<file path="config.mk">
export PLATFORM = sky130hd
export DESIGN_NAME = bpe_round
export DESIGN_NICKNAME = d
export VERILOG_FILES = /design/src/rtl/bpe_pkg.sv /design/src/rtl/bpe_round.sv
export SDC_FILE = /design/constraint.sdc
export NUM_CORES = 1
export LEC_CHECK = 0
export BUFFER_PORTS_ARGS = -buffer_cell sky130_fd_sc_hd__buf_2
export CAP_MARGIN = 20
export CORE_UTILIZATION = 25
export CTS_CLUSTER_SIZE = 14
export DETAILED_ROUTE_END_ITERATION = 6
export SYNTH_ARGS = -nofsm -noshare
export SYNTH_HDL_FRONTEND = slang
export SYNTH_SLANG_ARGS = --single-unit
export TNS_END_PERCENT = 100
</file>
<file path="constraint.sdc">
create_clock -name clk_i -period 3.3 [get_ports clk_i]
set_input_delay 0.33 -clock clk_i [delete_from_list [all_inputs] [get_ports clk_i]]
set_output_delay 0.33 -clock clk_i [all_outputs]
set_load 0.005 [all_outputs]
</file>
<file path="src/rtl/bpe_pkg.sv">
// ----------------------------------------------------------------------------
// bpe_pkg
// Shared constants and types for the Bezier point evaluator.
// ----------------------------------------------------------------------------
package bpe_pkg;

  // default datapath sizes
  localparam int COORD_WIDTH     = 32;
  localparam int PARAM_FRAC_BITS = 16;

  // control points per request and highest supported degree
  localparam int CTRL_PTS   = 4;
  localparam int DEGREE_MAX = CTRL_PTS - 1;

  // degree selector codes (any other code evaluates as cubic)
  localparam logic [1:0] FUNC_LINEAR = 2'd0;
  localparam logic [1:0] FUNC_QUAD   = 2'd1;
  localparam logic [1:0] FUNC_CUBIC  = 2'd2;

  localparam int LIFT_W = 2;

  // per-stage control that travels with the data
  typedef struct packed {
    logic              valid;
    logic [LIFT_W-1:0] lift;   // leading levels that only scale by 1.0
  } pipe_ctl_t;

endpackage

</file>
<file path="src/rtl/bpe_round.sv">
// ----------------------------------------------------------------------------
// bpe_round
// Output stage: rounds the exact sum to nearest (halves up), drops the
// fraction growth of all three levels and returns to two's complement.
// ----------------------------------------------------------------------------
module bpe_round #(
  parameter int COORD_WIDTH     = bpe_pkg::COORD_WIDTH,
  parameter int PARAM_FRAC_BITS = bpe_pkg::PARAM_FRAC_BITS
) (
  input  logic                   clk_i,
  input  logic                   rst_ni,
  input  bpe_pkg::pipe_ctl_t     ctl_i,
  output logic                   ready_o,
  input  logic [COORD_WIDTH+bpe_pkg::DEGREE_MAX*PARAM_FRAC_BITS-1:0] x_i,
  input  logic [COORD_WIDTH+bpe_pkg::DEGREE_MAX*PARAM_FRAC_BITS-1:0] y_i,
  output logic                   valid_o,
  input  logic                   ready_i,
  output logic [COORD_WIDTH-1:0] curve_x_o,
  output logic [COORD_WIDTH-1:0] curve_y_o
);

  localparam int SHIFT = bpe_pkg::DEGREE_MAX * PARAM_FRAC_BITS;
  localparam int ACC_W = COORD_WIDTH + SHIFT;
  localparam logic [ACC_W-1:0] HALF = ACC_W'(1) << (SHIFT - 1);

  logic                   valid_q;
  logic [ACC_W-1:0]       sum_x, sum_y;
  logic [COORD_WIDTH-1:0] x_d, y_d, x_q, y_q;

  assign ready_o = !valid_q || ready_i;

  // the sum stays below 2^ACC_W even with the half added
  assign sum_x = x_i + HALF;
  assign sum_y = y_i + HALF;
  assign x_d   = {~sum_x[ACC_W-1], sum_x[ACC_W-2:SHIFT]};
  assign y_d   = {~sum_y[ACC_W-1], sum_y[ACC_W-2:SHIFT]};

  always_ff @(posedge clk_i or negedge rst_ni) begin
    if (!rst_ni) begin
      valid_q <= 1'b0;
    end else if (ready_o) begin
      valid_q <= ctl_i.valid;
    end
  end

  always_ff @(posedge clk_i) begin
    if (ready_o && ctl_i.valid) begin
      x_q <= x_d;
      y_q <= y_d;
    end
  end

  assign valid_o   = valid_q;
  assign curve_x_o = x_q;
  assign curve_y_o = y_q;

endmodule

</file>
==> results.cfg, run 1 <==
[outcome]
status = completed

[timing]
tns_ps = 0
fmax_mhz = 561.4
fin_crit_ps = 1781
rsz0062_at_grt = false
maxSlewViolCount = 0
post-route-worst-setup-slack_ps = 1519
setup_viol = 0
period_share_pct = 53.97
fin_skew_ps = 4.885
holdWs_ps = 199.0
finalHoldViolCount = 0
max_slew_margin_pct = 46.38
tightest_slew_ps = 804.3

[logic_synthesis]
synth_edf_count = 64
ys_top_cells_by_area = edfxtp_1 (59%), xnor2_1 (11%), xor2_1 (6.0%)
synth_area_sq_um = 3233
ys_types = 26
synthFlopType = edfxtp_1
synth.most_common_cell = edfxtp_1
synth_top_area_cell = edfxtp_1
ys_seq_elements = 65
synth_seq_area_share_pct = 60.22
syn_inst = 245
yosysTopAreaCellShare_pct = 59.44
netlist_top_cells_count = edfxtp_1 (64), xnor2_1 (40), nand4_1 (23)
syn-num-nets = 413
yosysWarnings = 0
avgSynthCellArea_sq_um = 13.20
async_flop_share_pct = 1.538

[worst_setup_path]
crit_arrival_ps = 1810
startpoint = valid_o
startpoint_type = flop
path_max_fanout = 33
r2r-start = valid_o
endpoint_kind = flop
worstSetupPathType = reg -> reg
crit_required_ps = 3330

[power]
pwr_density_cell_nw_per_um2 = 489.1
internal-power_uw = 1727
seq_power_share_pct = 44.9
p_comb_share_pct = 9.4
vdd_drop_max_uv = 178.7
leakage_uw = 0.001764
swShare_pct = 20.70
p_switching_uw = 450.8
p_clk_share_pct = 45.6

[clock_tree]
root_buffer = clkbuf_16
ctsHtreeMaxLevel = 3
clkSlewWorstSetupHoldPaths_ps = 50
clk-insertion-delay-late_ps = 330
cts_tree = done
cts_buffers = 9
cts_buffer_depth = 2
cts_setup_buffers = 0
cts.sinks = 65

[detailed_routing]
drt_iter0_drc = 98
avgViaCountPerCell = 4.316
drc = 0
wirelength_microns = 7338
vias = 2443
dr.pass1.iters = 4
wire_per_inst_microns = 12.96
antenna_left = 0

[final_layout]
nets = 557
num_antenna_cells = 0
fill_cells = 1289
utilization_pct = 35.29
syn_to_final_growth_pct = 37.73
multiInputGateArea_sq_um = 1247
ff_latch_area_sq_um = 1947
design_area_sq_um = 4453
drive_gt1_share_pct = 42.13

[placed_design]
hpwl_microns = 5650
port_buffers = 135
placedInstanceArea_sq_um = 4124
gp_congestion = 0.7206
post-place-ws_ps = 1237

[floorplanning]
die_y_microns = 115.7
die_w_microns = 115.7
core.rowCount = 41
boundaryPins = 232
core_area_sq_um = 12620
start_util_pct = 25.62
dieArea_sq_um = 13390

[grt]
grt_antenna_before_repair = 0
grt_use_total_pct = 11.22
grt_pass1_wl_microns = 11220
grt_pass1_vias = 2287
grt_max_degree = 34
overflow = 0

[flow_run]
maxCapViolCount = 0

[worst_hold_path]
min-delay-path-class = in -> reg
min_from = ctl_i[2]
metrics by stage:
step	instances	total power, uW
floorplan	245	1070
global placement	549	1199
detailed placement	549	1202
CTS	566	2213
global route	566	2258
finish	566	2178
kinds of logic after synthesis:
kind of cell	count (synthesis)	synth area share, %
and+or+nand+nor	108	20.98
DFF	65	60.22
xor gates and xnor gates	62	16.80
buffers and inverters	8	1.238
adders and majority gates	2	0.7739
power by group through the flow:
stage	sequential, uW	clock, uW	combinational [uW]
floorplan	1000	0	66.6
global placement	993	0	205
detailed placement	996	0	207
CTS	980	1020	209
global route	983	1050	229
finish	978	994	205
cell type report:
type | instances | share of cell area, %
sequential | 65 | 43.72
multi-input combinational | 172 | 28.01
timing repair buffer | 138 | 16.02
clock buffer | 14 | 6.378
tap | 172 | 4.833
clock inverter | 2 | 0.7867
inverter | 3 | 0.2529
registers in the layout, indices dropped and copies added, names as in the netlist:
| register | flops |
|---|---|
| curve_y_o | 32 |
| valid_o | 1 |
| curve_x_o | 32 |
final timing paths:
check,to,slack (ps),cells past startpoint
max in group asynchronous,valid_o,2920,2
min reg2reg,valid_o,520,2
min,valid_o,200,2
min in group asynchronous,valid_o,300,2
max reg2reg,curve_y_o[25],1520,3
max,curve_y_o[25],1520,3
metal layers:
layer | vias up | routed length (microns) | GRT usage, %
met5 | - | 0 | 0
met4 | 0 | 148 | 6.667
met3 | 10 | 514 | 3.609
met2 | 91 | 3404 | 18.32
met1 | 1142 | 3271 | 12.91
li1 | 1200 | - | -
layout by cell type (no fill, tap or decap):
master         synthesis  routed
buf_2                  1     135
edfxtp_1              64      64
xnor2_1               40      40
nand4_1               23      23
xor2_1                22      22
nand3_1               18      18
nand2_1               17      17
and3_1                10      10
nor2_1                 9       9
clkbuf_16              0       9
and4_1                 6       6
nor3_2                 6       6
nor3_1                 4       4
clkbuf_8               0       4
inv_1                  3       3
nor4_4                 3       3
and2_1                 4       3
nand3_2                2       2
nand2b_1               2       2
ha_1                   2       2
or4_4                  1       1
or2_2                  1       1
nor4_1                 1       1
or3_1                  1       1
and2_2                 0       1
clkbuf_1               2       1
clkinv_2               0       1
bufinv_16              0       1
dlygate4sd3_1          0       1
buf_12                 0       1
buf_4                  0       1
dfrtp_1                1       1
critical path, cell delays in order (launching register included):
cell,delay (ps)
dfrtp_1,370
nand2b_1,100
and2_2,680
buf_12,300
timing repair:
item                                   4_1_cts  5_1_grt
resized for setup                            0        0
hold buffers                                 1        0
endpoints found under the hold margin        1        0
Power figures use the tool's default switching activity.
==> run 2: changes to the inputs <==
--- a/config.mk
+++ b/config.mk
@@ -5,6 +5,7 @@
 export SDC_FILE = /design/constraint.sdc
 export NUM_CORES = 1
 export LEC_CHECK = 0
+export ABC_AREA = 1
 export BUFFER_PORTS_ARGS = -buffer_cell sky130_fd_sc_hd__buf_2
 export CAP_MARGIN = 20
 export CORE_UTILIZATION = 25
==> constraint.sdc (replaced) <==
create_clock -name clk_i -period 1.4 [get_ports clk_i]
set_input_delay 0.14 -clock clk_i [delete_from_list [all_inputs] [get_ports clk_i]]
set_output_delay 0.14 -clock clk_i [all_outputs]
set_load 0.005 [all_outputs]
==> results.cfg, run 2 <==
[outcome]
status = completed

[final_layout]
final_cell_mix = nand2_1 (190), buf_2 (135), edfxtp_1 (64)
final_common_cell = nand2_1
drive_gt1_share_pct = 33.23
ff_latch_area_sq_um = 1947
design_area_sq_um = 5376
nets = 798
syn_to_final_growth_pct = 35.47
fill_cells = 1609
num_antenna_cells = 0
multiInputGateArea_sq_um = 1876

[logic_synthesis]
yosysWarnings = 0
syn_inst = 470
yosysTopAreaCellShare_pct = 48.42
synth_area_sq_um = 3969
netlist_top_cells_count = nand2_1 (190), edfxtp_1 (64), nor2_1 (63)
synth_edf_count = 64
ys_seq_elements = 65
synthFlopType = edfxtp_1
synth_seq_area_share_pct = 49.05
synth.most_common_cell = nand2_1
ys_top_cells_by_area = edfxtp_1 (48%), nand2_1 (18%), nor2_1 (6.0%)
avgSynthCellArea_sq_um = 8.444
synth_top_area_cell = edfxtp_1
async_flop_share_pct = 1.538
syn-num-nets = 638
ys_types = 19

[timing]
period_share_pct = 87.54
tns_ps = 0
maxSlewViolCount = 0
max_slew_margin_pct = 82.06
setup_viol = 0
tightest_slew_ps = 268.5
fmax_mhz = 815.9
fin_crit_ps = 1226
rsz0062_at_grt = false
fin_skew_ps = 6.047
finalHoldViolCount = 0
post-route-worst-setup-slack_ps = 174.4

[clock_tree]
cts_buffer_depth = 2
ctsHtreeMaxLevel = 3
cts.sinks = 65
cts_setup_buffers = 0
clkSlewWorstSetupHoldPaths_ps = 50
root_buffer = clkbuf_16
clk-insertion-delay-late_ps = 340
cts_tree = done
cts.hold.buffers_added = 1
cts_buffers = 9
cts_resized = 0

[floorplanning]
die_w_microns = 128.0
core.rowCount = 45
core_area_sq_um = 15370
dieArea_sq_um = 16380
die_y_microns = 128.0
start_util_pct = 25.82
boundaryPins = 232

[worst_hold_path]
min-delay-path-class = in -> reg
min_from = ctl_i[2]

[placed_design]
post-place-ws_ps = -26.41
placedInstanceArea_sq_um = 5055
gp_congestion = 0.9298
port_buffers = 135
hpwl_microns = 8737

[worst_setup_path]
r2r_end = curve_y_o[25]
startpoint = valid_o
r2r-start = valid_o
startpoint_type = flop
path_max_fanout = 22
cp-endpoint = curve_y_o[25]
worst-r2r-cell-count = 2
rrSetupSlack_ps = 170
crit_required_ps = 1440
endpoint_kind = flop
worstSetupPathType = reg -> reg
crit_arrival_ps = 1260

[grt]
grt_pass1_vias = 3141
grt_pass1_wl_microns = 16590
grt_max_degree = 24
overflow = 0
grt_antenna_before_repair = 0
grt_use_total_pct = 13.48

[power]
leakage_uw = 0.002477
pwr_density_cell_nw_per_um2 = 995.1
vdd_drop_max_uv = 477.2

[flow_run]
maxCapViolCount = 0

[detailed_routing]
wirelength_microns = 10590
drt_iter0_drc = 226
drc = 0
vias = 3523
avgViaCountPerCell = 4.164
wire_per_inst_microns = 12.52
dr.pass1.iters = 6
antenna_left = 0
-- run 2: metal layers --
layer	vias up	wire [microns]	track usage [%]
li1	1814	-	-
met1	1602	4873	18.10
met2	94	5016	20.97
met3	13	512	2.838
met4	0	185	5.675
met5	-	0	0
-- run 2: worst min path at each step --
stage	endpoint	cells past startpoint
after floorplan	valid_o	0
after global placement	valid_o	1
after detailed placement	valid_o	1
after CTS	valid_o	3
after global routing	valid_o	3
final	valid_o	3
-- run 2: cells by family (layout without fill, tap and decap cells) --
kind of cell	count (synthesis)	after routing	synth area share (%)
buf+inv	42	207	3.972
fa+ha+maj	2	2	0.6304
simple gates	329	329	39.09
compound gates	2	2	0.2520
xor+xnor	30	30	6.999
flops	65	65	49.05
-- run 2: critical path: stages, from the launching register on --
cell and delay, ps:
dfrtp_1 420, a21oi_4 290, buf_12 210
-- run 2: area by class of cell --
type,count,share of cell area [%]
multi-input combinational,363,34.88
clock inverter,6,1.536
clock buffer,10,4.259
inverter,42,2.932
timing repair buffer,149,15.27
sequential,65,36.21
tap,211,4.910
-- run 2: power breakdown --
group / leakage [uW] / switching [uW] / internal, uW / total, uW
clock: 0.000152 / 853 / 1550 / 2400
sequential: 0.000620 / 26.4 / 2280 / 2300
combinational: 0.00170 / 378 / 268 / 646
-- run 2: metrics by stage --
step | util [%] | std cells | hold WS (ps) | total power (uW)
global route | 34.98 | 846 | 51.36 | 5586
global placement | 32.89 | 829 | -84.37 | 2985
detailed placement | 32.89 | 829 | -83.96 | 2993
finish | 34.98 | 846 | 36.45 | 5350
floorplan | - | 470 | -155.6 | 2615
CTS | 34.98 | 846 | 21.35 | 5439
