### src/rtl/bpe_pkg.sv
// ----------------------------------------------------------------------------
// bpe_pkg
// Shared constants and types for the Bezier point evaluator.
// ----------------------------------------------------------------------------
package bpe_pkg;

  // default datapath sizes
  localparam int COORD_WIDTH     = 32;
  localparam int PARAM_FRAC_BITS = 16;

  // control points per request and highest supported degree
  localparam int CTRL_PTS   = 4;
  localparam int DEGREE_MAX = CTRL_PTS - 1;

  // degree selector codes (any other code evaluates as cubic)
  localparam logic [1:0] FUNC_LINEAR = 2'd0;
  localparam logic [1:0] FUNC_QUAD   = 2'd1;
  localparam logic [1:0] FUNC_CUBIC  = 2'd2;

  localparam int LIFT_W = 2;

  // per-stage control that travels with the data
  typedef struct packed {
    logic              valid;
    logic [LIFT_W-1:0] lift;   // leading levels that only scale by 1.0
  } pipe_ctl_t;

endpackage

### src/rtl/bpe_capture.sv
// ----------------------------------------------------------------------------
// bpe_capture
// Input stage: clamps t, forms u = 1 - t, picks the number of scale-only
// levels from the degree and moves the coordinates to offset binary.
// ----------------------------------------------------------------------------
module bpe_capture #(
  parameter int COORD_WIDTH     = bpe_pkg::COORD_WIDTH,
  parameter int PARAM_FRAC_BITS = bpe_pkg::PARAM_FRAC_BITS
) (
  input  logic                     clk_i,
  input  logic                     rst_ni,
  input  logic                     valid_i,
  output logic                     ready_o,
  input  logic [1:0]               func_i,
  input  logic [PARAM_FRAC_BITS:0] param_t_i,
  input  logic [COORD_WIDTH-1:0]   x_i [bpe_pkg::CTRL_PTS],
  input  logic [COORD_WIDTH-1:0]   y_i [bpe_pkg::CTRL_PTS],
  output bpe_pkg::pipe_ctl_t       ctl_o,
  input  logic                     ready_i,
  output logic [PARAM_FRAC_BITS:0] t_o,
  output logic [PARAM_FRAC_BITS:0] u_o,
  output logic [COORD_WIDTH-1:0]   x_o [bpe_pkg::CTRL_PTS],
  output logic [COORD_WIDTH-1:0]   y_o [bpe_pkg::CTRL_PTS]
);

  localparam logic [PARAM_FRAC_BITS:0] T_ONE = (PARAM_FRAC_BITS+1)'(1) << PARAM_FRAC_BITS;

  bpe_pkg::pipe_ctl_t ctl_d, ctl_q;
  logic [PARAM_FRAC_BITS:0] t_d, t_q, u_d, u_q;
  logic [COORD_WIDTH-1:0]   x_d [bpe_pkg::CTRL_PTS];
  logic [COORD_WIDTH-1:0]   y_d [bpe_pkg::CTRL_PTS];
  logic [COORD_WIDTH-1:0]   x_q [bpe_pkg::CTRL_PTS];
  logic [COORD_WIDTH-1:0]   y_q [bpe_pkg::CTRL_PTS];
  logic                     load;

  assign ready_o = !ctl_q.valid || ready_i;
  assign load    = ready_o && valid_i;

  always_comb begin
    ctl_d.valid = valid_i;
    unique case (func_i)
      bpe_pkg::FUNC_LINEAR: ctl_d.lift = bpe_pkg::LIFT_W'(2);
      bpe_pkg::FUNC_QUAD:   ctl_d.lift = bpe_pkg::LIFT_W'(1);
      default:              ctl_d.lift = '0;
    endcase
    t_d = (param_t_i > T_ONE) ? T_ONE : param_t_i;
    u_d = T_ONE - t_d;
  end

  // sign flip turns two's complement into offset binary
  for (genvar i = 0; i < bpe_pkg::CTRL_PTS; i++) begin : g_pt
    assign x_d[i] = {~x_i[i][COORD_WIDTH-1], x_i[i][COORD_WIDTH-2:0]};
    assign y_d[i] = {~y_i[i][COORD_WIDTH-1], y_i[i][COORD_WIDTH-2:0]};
  end

  always_ff @(posedge clk_i or negedge rst_ni) begin
    if (!rst_ni) begin
      ctl_q <= '0;
    end else if (ready_o) begin
      ctl_q <= ctl_d;
    end
  end

  always_ff @(posedge clk_i) begin
    if (load) begin
      t_q <= t_d;
      u_q <= u_d;
      x_q <= x_d;
      y_q <= y_d;
    end
  end

  assign ctl_o = ctl_q;
  assign t_o   = t_q;
  assign u_o   = u_q;
  assign x_o   = x_q;
  assign y_o   = y_q;

  a_weights_sum_one: assert property (@(posedge clk_i) disable iff (!rst_ni)
    ctl_q.valid |-> ({1'b0, t_q} + {1'b0, u_q}) == {1'b0, T_ONE})
    else $error("t and u do not sum to one");

  a_lift_range: assert property (@(posedge clk_i) disable iff (!rst_ni)
    ctl_q.valid |-> ctl_q.lift < bpe_pkg::LIFT_W'(bpe_pkg::DEGREE_MAX))
    else $error("scale-only level count out of range");

endmodule

### config.mk
export PLATFORM = sky130hd
export DESIGN_NAME = bpe_capture
export DESIGN_NICKNAME = d
export VERILOG_FILES = /design/src/rtl/bpe_pkg.sv /design/src/rtl/bpe_capture.sv
export SDC_FILE = /design/constraint.sdc
export NUM_CORES = 1
export LEC_CHECK = 0
export BUFFER_PORTS_ARGS = -buffer_cell sky130_fd_sc_hd__buf_2
export CORE_AREA = 8 8 217 219
export CTS_CLUSTER_DIAMETER = 80
export DETAILED_ROUTE_END_ITERATION = 10
export DIE_AREA = 0 0 225 227
export PLACE_DENSITY = 0.43
export SLEW_MARGIN = 20
export SYNTH_ARGS = -nofsm -noshare
export SYNTH_HDL_FRONTEND = slang
export SYNTH_SLANG_ARGS = --single-unit
### constraint.sdc
create_clock -name clk_i -period 13.95 [get_ports clk_i]
set_clock_uncertainty 0.1 [all_clocks]
set_input_delay 0.6975 -clock clk_i [delete_from_list [all_inputs] [get_ports clk_i]]
set_output_delay 0.6975 -clock clk_i [all_outputs]
set_load 0.01 [all_outputs]
==> results of run 1 <==
## final timing paths
check,to,slack (ns),startpoint,depth (start not counted)
max,x_o[15]$_DFFE_PP_,10.24,ctl_o[2]$_DFFE_PN0N_,4
min,y_o[30]$_DFFE_PP_,0.24,y_i[30],1
max reg2reg,x_o[15]$_DFFE_PP_,10.24,ctl_o[2]$_DFFE_PN0N_,4
min reg2reg,ctl_o[1]$_DFFE_PN0N_,0.40,ctl_o[1]$_DFFE_PN0N_,1
max in group asynchronous,ctl_o[1]$_DFFE_PN0N_,13.24,rst_ni,2
min in group asynchronous,ctl_o[2]$_DFFE_PN0N_,0.40,rst_ni,2
## metal layers
| layer | track usage (%) | part of all wire [%] | wire length, um | vias up |
|---|---|---|---|---|
| met2 | 19.7 | 50 | 16100 | 319 |
| met3 | 5.50 | 11 | 3370 | 48 |
| met4 | 3.44 | 2.0 | 644 | 4 |
| met5 | 0 | 0.069 | 22 | - |
| met1 | 12.6 | 37 | 11700 | 2907 |
| li1 | - | - | - | 2758 |
## layout by cell type, fill, tap and decap left out, types with 3 or more instances in the layout
cell type / n
buf_2: 572
edfxtp_1: 289
clkbuf_16: 39
nor2b_1: 12
inv_1: 12
nor2_1: 11
clkbuf_1: 9
xnor2_1: 7
clkinv_1: 7
nand2b_1: 5
nor3_1: 5
clkinv_2: 5
nand4_1: 4
nand2_1: 3
xor2_1: 3
mux2i_1: 3
o21ai_0: 3
inv_6: 3
dfrtp_1: 3
buf_4: 3
## kinds of logic after synthesis
family                     after synthesis  share of synthesized area [%]
muxes                                    3                          0.320
DFF                                    292                           93.4
adders and majority gates                1                          0.133
buffers and inverters                   18                          0.774
AOI/OAI and AO/OA                       12                          0.907
xor gates and xnor gates                10                          0.934
and+or+nand+nor                         56                           3.58
## registers in the layout (all words and copies together) (netlist names)
signal  flops
u_o        16
y_o       128
t_o        17
x_o       128
ctl_o       3
## report_power, final
part | switching [uW] | total, uW | internal (uW)
registers | 12.1 | 1040 | 1030
logic | 93.2 | 157 | 63.7
clock network | 360 | 910 | 551
total | 465 | 2110 | 1640
## layout make-up
class	instances	area [um2]	share of cell area, %
inverter	12	45.0	0.318
sequential	292	8750	61.8
multi-input combinational	82	553	3.91
antenna	2	5.00	0.0353
clock inverter	19	158	1.11
clock buffer	48	1010	7.13
tap	592	741	5.23
timing repair buffer	576	2900	20.4
## per-stage QoR
stage,total power [uW],instances,hold slack [ns]
after floorplan,1120,392,0.302
after global placement,1220,1553,0.396
after detailed placement,1220,1553,0.395
after CTS,2150,1621,0.195
after global routing,2190,1622,0.199
final,2110,1623,0.244
==> results by group, run 1 <==
Logic synthesis
  • Synth Warn #: 0
  • Fraction of registers with async set/reset: 1.03%
  • Post-Syn Instances: 392
  • Yosys top cell area share: 92.6%
  • Syn avg cell area: 23.9 um2
  • EDFF count, synth: 289
  • Post-Syn Area: 9380 um2
  • Post-synthesis sequential area ratio: 93.4%
  • Most frequent cell after synthesis: edfxtp_1
  • Main synth FF type: edfxtp_1
  • Count of cell types in the netlist: 33
  • Area contributors post-synth: edfxtp_1 (93%), dfrtp_1 (0.80%), nor2b_1 (0.80%)
  • Post-synth net total: 672
  • Synth area leader: edfxtp_1
  • Synth top cells by count: edfxtp_1 (289), inv_1 (12), nor2b_1 (12), nor2_1 (11), xnor2_1 (7)
  • Synthesized flop and latch total: 292

Floorplan
  • Die area: 51100 um2
  • CORE AREA: 43600 um2
  • IO Pins: 573
  • Die extent in x: 225 um
  • Rows: 77
  • Starting Density: 21.5%
  • DIE HEIGHT: 227 um

GRT
  • Initial antenna violation count: 5
  • Grt ovf: 0
  • Number of global-route vias before repair: 6298
  • Largest net degree at the start of global routing: 78
  • First-pass GRT wire length: 43.2 mm
  • GRT Util Overall: 11.5%

Timing
  • Max Slew Vio Count: 0
  • Period utilisation layout: 26.6%
  • Relative slew slack: 33.3%
  • Tmin final: 3.71 ns
  • Worst Tran Pin Value: 1.00 ns
  • Max Freq: 270 MHz
  • Unrepaired setup endpoints after global routing: no
  • Setup violators final: 0
  • Hold Vio Cnt, Final: 0
  • Setup TNS: 0 ns
  • Final Worst Setup Slack: 10.24 ns

Detailed routing
  • Drt wl/cell: 19.6 um
  • Post-Route WL: 31.8 mm
  • Initial DRC count: 357
  • Drt pass-1 iters: 4
  • DRC: 0
  • Via count: 6036
  • Number of routed nets with antenna violations: 0
  • Post-DR vias/cell: 3.72

Cells and area
  • Area Growth Syn to Fin: 51.0%
  • Share of post-route cells with drive strength above 1: 61.4%
  • Fill cells: 4405
  • Design Area, Final: 14200 um2
  • Final Core Density: 32.4%
  • Final #Nets: 1281

Power
  • Peak VDD IR: 91.3 uV
  • Power density cells: 149 nW/um2
  • LEAKAGE: 0.00589 uW

CTS
  • CTS sink cnt: 292
  • Postcts setup bufs: 0
  • TritonCTS Buffers: 37
  • TritonCTS clock tree: yes
  • Post-CTS Resized: 0
  • Max clock buf depth: 3
  • Hold_buf cts: 1
  • CTS H-tree lvls: 2
  • CTS clk-pin slew, worst paths: 0.06 ns
  • Clk Latency, worst-skew pair: 0.52 ns
  • CTS Root Cell: clkbuf_16

Critical path
  • CP max-delay cell: buf_4
  • Crit path DAT: 3.75 ns
  • Largest delay contributor family on the critical path: buffers and inverters
  • Critical Path Source Type: flip-flop
  • Worst-path maximum fanout: 77
  • WP data required: 13.99 ns
  • Buf+Inv Stages, Crit Path: 2
  • Crit-path max cell delay: 0.86 ns
  • CP Class: reg -> reg
  • Crit-path cells: nand2b_1 -> and2_4 -> buf_4 -> buf_4
  • Most frequent CP cell: buf_4
  • Critical Path End Type: flip-flop

Hold path
  • Min-delay worst type: in -> reg

Placement
  • Dpl cell area: 13000 um2
  • Routability Congestion: 0.790
  • Detailed Place HPWL: 25.0 mm
  • Pre-CTS WS: 9.72 ns
  • I/O Buffers: 572

Outcome
  • Outcome: finished, final reports clean

Job
  • Max-Cap Viols: 0
No activity file was read; power rests on OpenSTA's default activity.
==> run 2: changes to the inputs <==
--- a/config.mk
+++ b/config.mk
@@ -10,7 +10,7 @@
 export CTS_CLUSTER_DIAMETER = 80
 export DETAILED_ROUTE_END_ITERATION = 10
 export DIE_AREA = 0 0 225 227
-export PLACE_DENSITY = 0.43
+export PLACE_DENSITY = 0.44
 export SLEW_MARGIN = 20
 export SYNTH_ARGS = -nofsm -noshare
 export SYNTH_HDL_FRONTEND = slang
==> constraint.sdc (replaced) <==
create_clock -name clk_i -period 3.2 [get_ports clk_i]
set_clock_uncertainty 0.1 [all_clocks]
set_input_delay 0.16 -clock clk_i [delete_from_list [all_inputs] [get_ports clk_i]]
set_output_delay 0.16 -clock clk_i [all_outputs]
set_load 0.01 [all_outputs]
==> run 2 against run 1 <==
Non-clock buffer count up 299. Sequential power rose to 4.4 times the previous value. Sequential share of layout area down 11 points. Core utilization up 6.7 points. Register-to-register slack worse by 9.1 ns. Critical endpoint is now u_o[14]$_DFFE_PP_. Design area up 21%. Setup slack worse by 9.4 ns. Critical path depth up 4. Hold slack better by 0.0042 ns.
==> results by group, run 2 (synthesis gave the netlist of run 1 again) <==
Outcome
  • Outcome: finished, final reports clean

CTS
  • CTS sink cnt: 292
  • Postcts setup bufs: 0
  • CTS Root Cell: clkbuf_16
  • CTS H-tree lvls: 2
  • Post-CTS Resized: 0
  • Max clock buf depth: 3
  • Clk Latency, worst-skew pair: 0.51 ns
  • TritonCTS clock tree: yes
  • CTS clk-pin slew, worst paths: 0.06 ns
  • TritonCTS Buffers: 36

Critical path
  • WP data required: 3.35 ns
  • Worst-case reg-to-reg path depth: 5
  • Worst reg-to-reg setup slack: 1.13 ns
  • CP Class: in -> reg
  • Worst R2R End: ctl_o[1]$_DFFE_PN0N_
  • R2r startpoint: ctl_o[2]$_DFFE_PN0N_
  • Worst-path maximum fanout: 28
  • Critical Path End Type: flip-flop
  • Critical Path Source Type: primary input
  • Crit path DAT: 2.48 ns

Detailed routing
  • DRC: 0
  • Drt wl/cell: 18.5 um
  • Initial DRC count: 228
  • Number of routed nets with antenna violations: 0
  • Drt pass-1 iters: 4
  • Via count: 7149
  • Post-DR vias/cell: 3.74
  • Post-Route WL: 35.3 mm

Hold path
  • Min-delay worst type: in -> reg
  • Min-delay src: x_i[7]
  • Hold Crit Depth: 2
  • Hold EP: x_o[7]$_DFFE_PP_

Timing
  • Min Hold Slack: 0.248 ns
  • Relative slew slack: 44.7%
  • Setup violators final: 0
  • Setup TNS: 0 ns
  • Max Freq: 429 MHz
  • Worst Tran Pin Value: 0.829 ns
  • Unrepaired setup endpoints after global routing: no
  • Hold Vio Cnt, Final: 0
  • Tmin final: 2.33 ns
  • Period utilisation layout: 72.9%
  • Max Slew Vio Count: 0

Floorplan
  • Die extent in x: 225 um
  • DIE HEIGHT: 227 um
  • CORE AREA: 43600 um2
  • Die area: 51100 um2
  • IO Pins: 573
  • Rows: 77
  • Starting Density: 21.5%

Power
  • Seq pwr share: 48.4%
  • LEAKAGE: 0.00713 uW
  • Combinational fraction of design power: 10.8%
  • Sw Share: 22.0%
  • Int Power: 7290 uW
  • Peak VDD IR: 460 uV
  • Power density cells: 547 nW/um2
  • Clock power share: 40.7%
  • Net Sw Power: 2060 uW

Cells and area
  • Commonest cells after routing, fill and taps aside: buf_2 (572), edfxtp_1 (289), dlygate4sd3_1 (284)
  • Final #Nets: 1579
  • # diodes: 0
  • Commonest non-fill, non-tap cell in the layout: buf_2
  • Share of post-route cells with drive strength above 1: 48.7%
  • Area Growth Syn to Fin: 82.4%

Placement
  • I/O Buffers: 572
  • Detailed Place HPWL: 26.2 mm
  • Routability Congestion: 0.796

GRT
  • Initial antenna violation count: 3
  • Number of global-route vias before repair: 8201
  • GRT Util Overall: 13.0%
  • Largest net degree at the start of global routing: 46
  • Grt ovf: 0
  • First-pass GRT wire length: 50.5 mm

Job
  • Max-Cap Viols: 0
## run 2: changes by cell type in the layout (fill, tap and decap cells not counted), sizes merged
cell	before	now
dlygate4sd3	1	284
buf	575	591
clkinv	13	4
diode	2	0
clkbuf	48	49
clkinvlp	0	1
inv	16	15
## run 2: worst max path at each step
stage | start | cells after the start | to | slack [ns]
2_1_floorplan | ctl_o[2]$_DFFE_PN0N_ | 2 | t_o[0]$_DFFE_PP_ | 0.07
4_1_cts | param_t_i[16] | 8 | u_o[14]$_DFFE_PP_ | 0.90
3_5_place_dp | param_t_i[16] | 7 | u_o[14]$_DFFE_PP_ | 0.86
5_1_grt | param_t_i[16] | 8 | u_o[14]$_DFFE_PP_ | 0.74
6_report | param_t_i[16] | 8 | u_o[14]$_DFFE_PP_ | 0.87
3_3_place_gp | param_t_i[16] | 7 | u_o[10]$_DFFE_PP_ | 0.89
## run 2: power by group through the flow
stage	clock network, uW	registers [uW]	logic, uW
2_1_floorplan	0	4730	119
3_3_place_gp	0	4600	739
3_5_place_dp	0	4610	744
4_1_cts	3970	4530	1030
5_1_grt	4090	4550	1100
6_report	3810	4530	1010
## run 2: per-layer routing
layer  part of all wire (%)  track usage [%]  wire (um)
met1                     36             13.7      12700
met2                     51             22.8      18000
met3                     10             6.16       3600
met4                    2.8             4.28        975
met5                   0.10                0         36
## run 2: area by class of cell
cell class	count	area (um2)
fill	4127	26500
timing repair buffer	875	5910
clock inverter	10	120
inverter	12	45.0
sequential	292	8750
clock buffer	49	971
multi-input combinational	82	561
tap	592	741
## run 2: worst max-delay path: stages
cell and delay (ns):
dlygate4sd3_1 0.52, buf_2 0.41, nand2b_1 0.20, ha_1 0.17, or4b_1 0.49, nor4_2 0.26
xor2_1 0.18, o21ai_1 0.08
## run 2: through the flow
stage                     instances  util, %  power [uW]  cell area [um2]  setup WS [ns]
after floorplan                 392        -        4850             9390         0.0693
after global placement         1569     30.2        5340            13200          0.886
after detailed placement       1569     30.2        5350            13200          0.864
after CTS                      1912     39.2        9530            17100          0.900
after global routing           1912     39.2        9730            17100          0.741
final                          1912     39.2        9350            17100          0.868
## run 2: what timing repair did
action | 4_1_cts | 5_1_grt
hold buffers | 284 | 0
setup endpoints to repair | 0 | 0
hold endpoints to repair | 292 | 0
==> run 3: changes to the inputs <==
--- a/config.mk
+++ b/config.mk
@@ -10,7 +10,7 @@
 export CTS_CLUSTER_DIAMETER = 80
 export DETAILED_ROUTE_END_ITERATION = 10
 export DIE_AREA = 0 0 225 227
-export PLACE_DENSITY = 0.44
+export PLACE_DENSITY = 0.43
 export SLEW_MARGIN = 20
 export SYNTH_ARGS = -nofsm -noshare
 export SYNTH_HDL_FRONTEND = slang
==> constraint.sdc (replaced) <==
create_clock -name clk_i -period 2.4 [get_ports clk_i]
set_clock_uncertainty 0.1 [all_clocks]
set_input_delay 0.12 -clock clk_i [delete_from_list [all_inputs] [get_ports clk_i]]
set_output_delay 0.12 -clock clk_i [all_outputs]
set_load 0.01 [all_outputs]
==> run 3 against run 2 <==
Sequential share of layout area up 0.18 points. Design area down 0.35%. Critical endpoint is now ctl_o[1]$_DFFE_PN0N_. Clock power up 24%. Critical path depth down 3. Non-clock buffer count up 1. Total power up 29%. First-iteration DRC count up 52%. Hold slack worse by 0.094 ns. Sequential power up 33%. Count of clock-buffer cells in the layout down 4. Register-to-register slack worse by 0.76 ns.
==> results by group, run 3 (synthesis gave the netlist of run 1 again) <==
Outcome
  • Outcome: finished, final reports clean

Critical path
  • R2r startpoint: ctl_o[2]$_DFFE_PN0N_
  • Crit-path max cell delay: 0.56 ns
  • Worst-case reg-to-reg path depth: 5
  • Worst reg-to-reg setup slack: 0.37 ns
  • Crit-path cells: nand2b_4 -> o21ai_0 -> dlygate4sd3_1 -> o21a_1 -> dlygate4sd3_1
  • WP data required: 2.70 ns
  • Worst-path maximum fanout: 7
  • Largest delay contributor family on the critical path: buffers and inverters
  • Crit path DAT: 2.32 ns
  • Crit path launch: ctl_o[2]$_DFFE_PN0N_
  • Most frequent CP cell: dlygate4sd3_1
  • CP max-delay cell: dlygate4sd3_1
  • Critical Path End Type: flip-flop
  • Worst R2R End: ctl_o[1]$_DFFE_PN0N_
  • CP Class: reg -> reg
  • Buf+Inv Stages, Crit Path: 2
  • Critical Path Source Type: flip-flop

Detailed routing
  • Post-Route WL: 34.8 mm
  • Via count: 7221
  • Drt wl/cell: 18.2 um
  • Post-DR vias/cell: 3.77
  • Number of routed nets with antenna violations: 0
  • Drt pass-1 iters: 4
  • DRC: 0
  • Initial DRC count: 346

Cells and area
  • Area Growth Syn to Fin: 81.7%
  • Commonest non-fill, non-tap cell in the layout: buf_2
  • Share of post-route cells with drive strength above 1: 48.3%
  • Final Core Density: 39.0%
  • Design Area, Final: 17000 um2
  • Commonest cells after routing, fill and taps aside: buf_2 (572), edfxtp_1 (289), dlygate4sd3_1 (286)
  • Final #Nets: 1578

GRT
  • Initial antenna violation count: 2
  • Number of global-route vias before repair: 7913
  • Grt ovf: 0
  • Met3 Use GR: 5.22%
  • GRT Util Overall: 12.6%
  • GR peak layer: met2
  • Met2 Use GR: 22.9%
  • First-pass GRT wire length: 48.8 mm
  • Largest net degree at the start of global routing: 81
  • Met1 usage: 13.0%

Timing
  • Max Freq: 493 MHz
  • Relative slew slack: 63.9%
  • Setup violators final: 0
  • Worst Tran Pin Value: 0.538 ns
  • Unrepaired setup endpoints after global routing: no
  • Max Slew Vio Count: 0
  • Tmin final: 2.03 ns
  • Hold Vio Cnt, Final: 0
  • Period utilisation layout: 84.6%
  • Final Worst Setup Slack: 0.371 ns
  • Min Hold Slack: 0.154 ns

CTS
  • CTS Root Cell: clkbuf_16
  • CTS H-tree lvls: 2
  • Clk Latency, worst-skew pair: 0.51 ns
  • Max clock buf depth: 3
  • TritonCTS Buffers: 34
  • Postcts setup bufs: 0
  • Hold_buf cts: 286
  • CTS clk-pin slew, worst paths: 0.06 ns
  • TritonCTS clock tree: yes
  • CTS sink cnt: 292
  • Post-CTS Resized: 0

Floorplan
  • DIE HEIGHT: 227 um
  • CORE AREA: 43600 um2
  • IO Pins: 573
  • Starting Density: 21.5%
  • Die extent in x: 225 um
  • Die area: 51100 um2
  • Rows: 77

Placement
  • Detailed Place HPWL: 25.7 mm
  • Dpl cell area: 13200 um2
  • I/O Buffers: 572
  • Pre-CTS WS: 0.446 ns
  • Routability Congestion: 0.813

Power
  • Total Power: 12100 uW
  • Peak VDD IR: 387 uV
  • Power density cells: 710 nW/um2
  • LEAKAGE: 0.00710 uW

Job
  • Max-Cap Viols: 0

Hold path
  • Hold Crit Depth: 3
  • Hold EP: x_o[114]$_DFFE_PP_
  • Min-delay src: ready_i
  • Min-delay worst type: in -> reg
-- run 3: power breakdown --
part	total, uW	leakage (uW)	switching (uW)	internal [uW]
Clock	4710	0.000483	1940	2780
Sequential	6030	0.00280	76.8	5960
Combinational	1350	0.00382	638	716
Total	12100	0.00710	2650	9450
-- run 3: layout make-up --
cell class | count | area (um2)
fill | 4096 | 26600
sequential | 292 | 8750
timing repair buffer | 876 | 5940
clock buffer | 45 | 913
tap | 592 | 741
multi-input combinational | 82 | 561
clock inverter | 13 | 90.1
inverter | 12 | 45.0
antenna | 1 | 2.50
-- run 3: through the flow --
stage / instances / TNS, ns
5_1_grt: 1913 / 0
4_1_cts: 1912 / 0
3_5_place_dp: 1568 / 0
6_report: 1913 / 0
2_1_floorplan: 392 / -211.18
3_3_place_gp: 1568 / 0
-- run 3: worst reg2reg max path, stage by stage, from the launching register on --
cell           delay, ns
dfrtp_1             0.40
nand2b_4            0.11
o21ai_0             0.09
dlygate4sd3_1       0.56
o21a_1              0.11
dlygate4sd3_1       0.55
-- run 3: per-layer routing --
| layer | up-vias | share of wire [%] |
|---|---|---|
| li1 | 3351 | - |
| met3 | 62 | 9.2 |
| met1 | 3466 | 36 |
| met4 | 2 | 2.9 |
| met5 | - | 0.035 |
| met2 | 340 | 52 |
-- run 3: worst max-delay path by stage --
stage          cells past startpoint  slack [ns]                   end
2_1_floorplan                      2       -0.73      t_o[0]$_DFFE_PP_
3_3_place_gp                       7        0.47     u_o[14]$_DFFE_PP_
3_5_place_dp                       7        0.45     u_o[14]$_DFFE_PP_
4_1_cts                            5        0.41  ctl_o[1]$_DFFE_PN0N_
5_1_grt                            5        0.27  ctl_o[1]$_DFFE_PN0N_
6_report                           5        0.37  ctl_o[1]$_DFFE_PN0N_
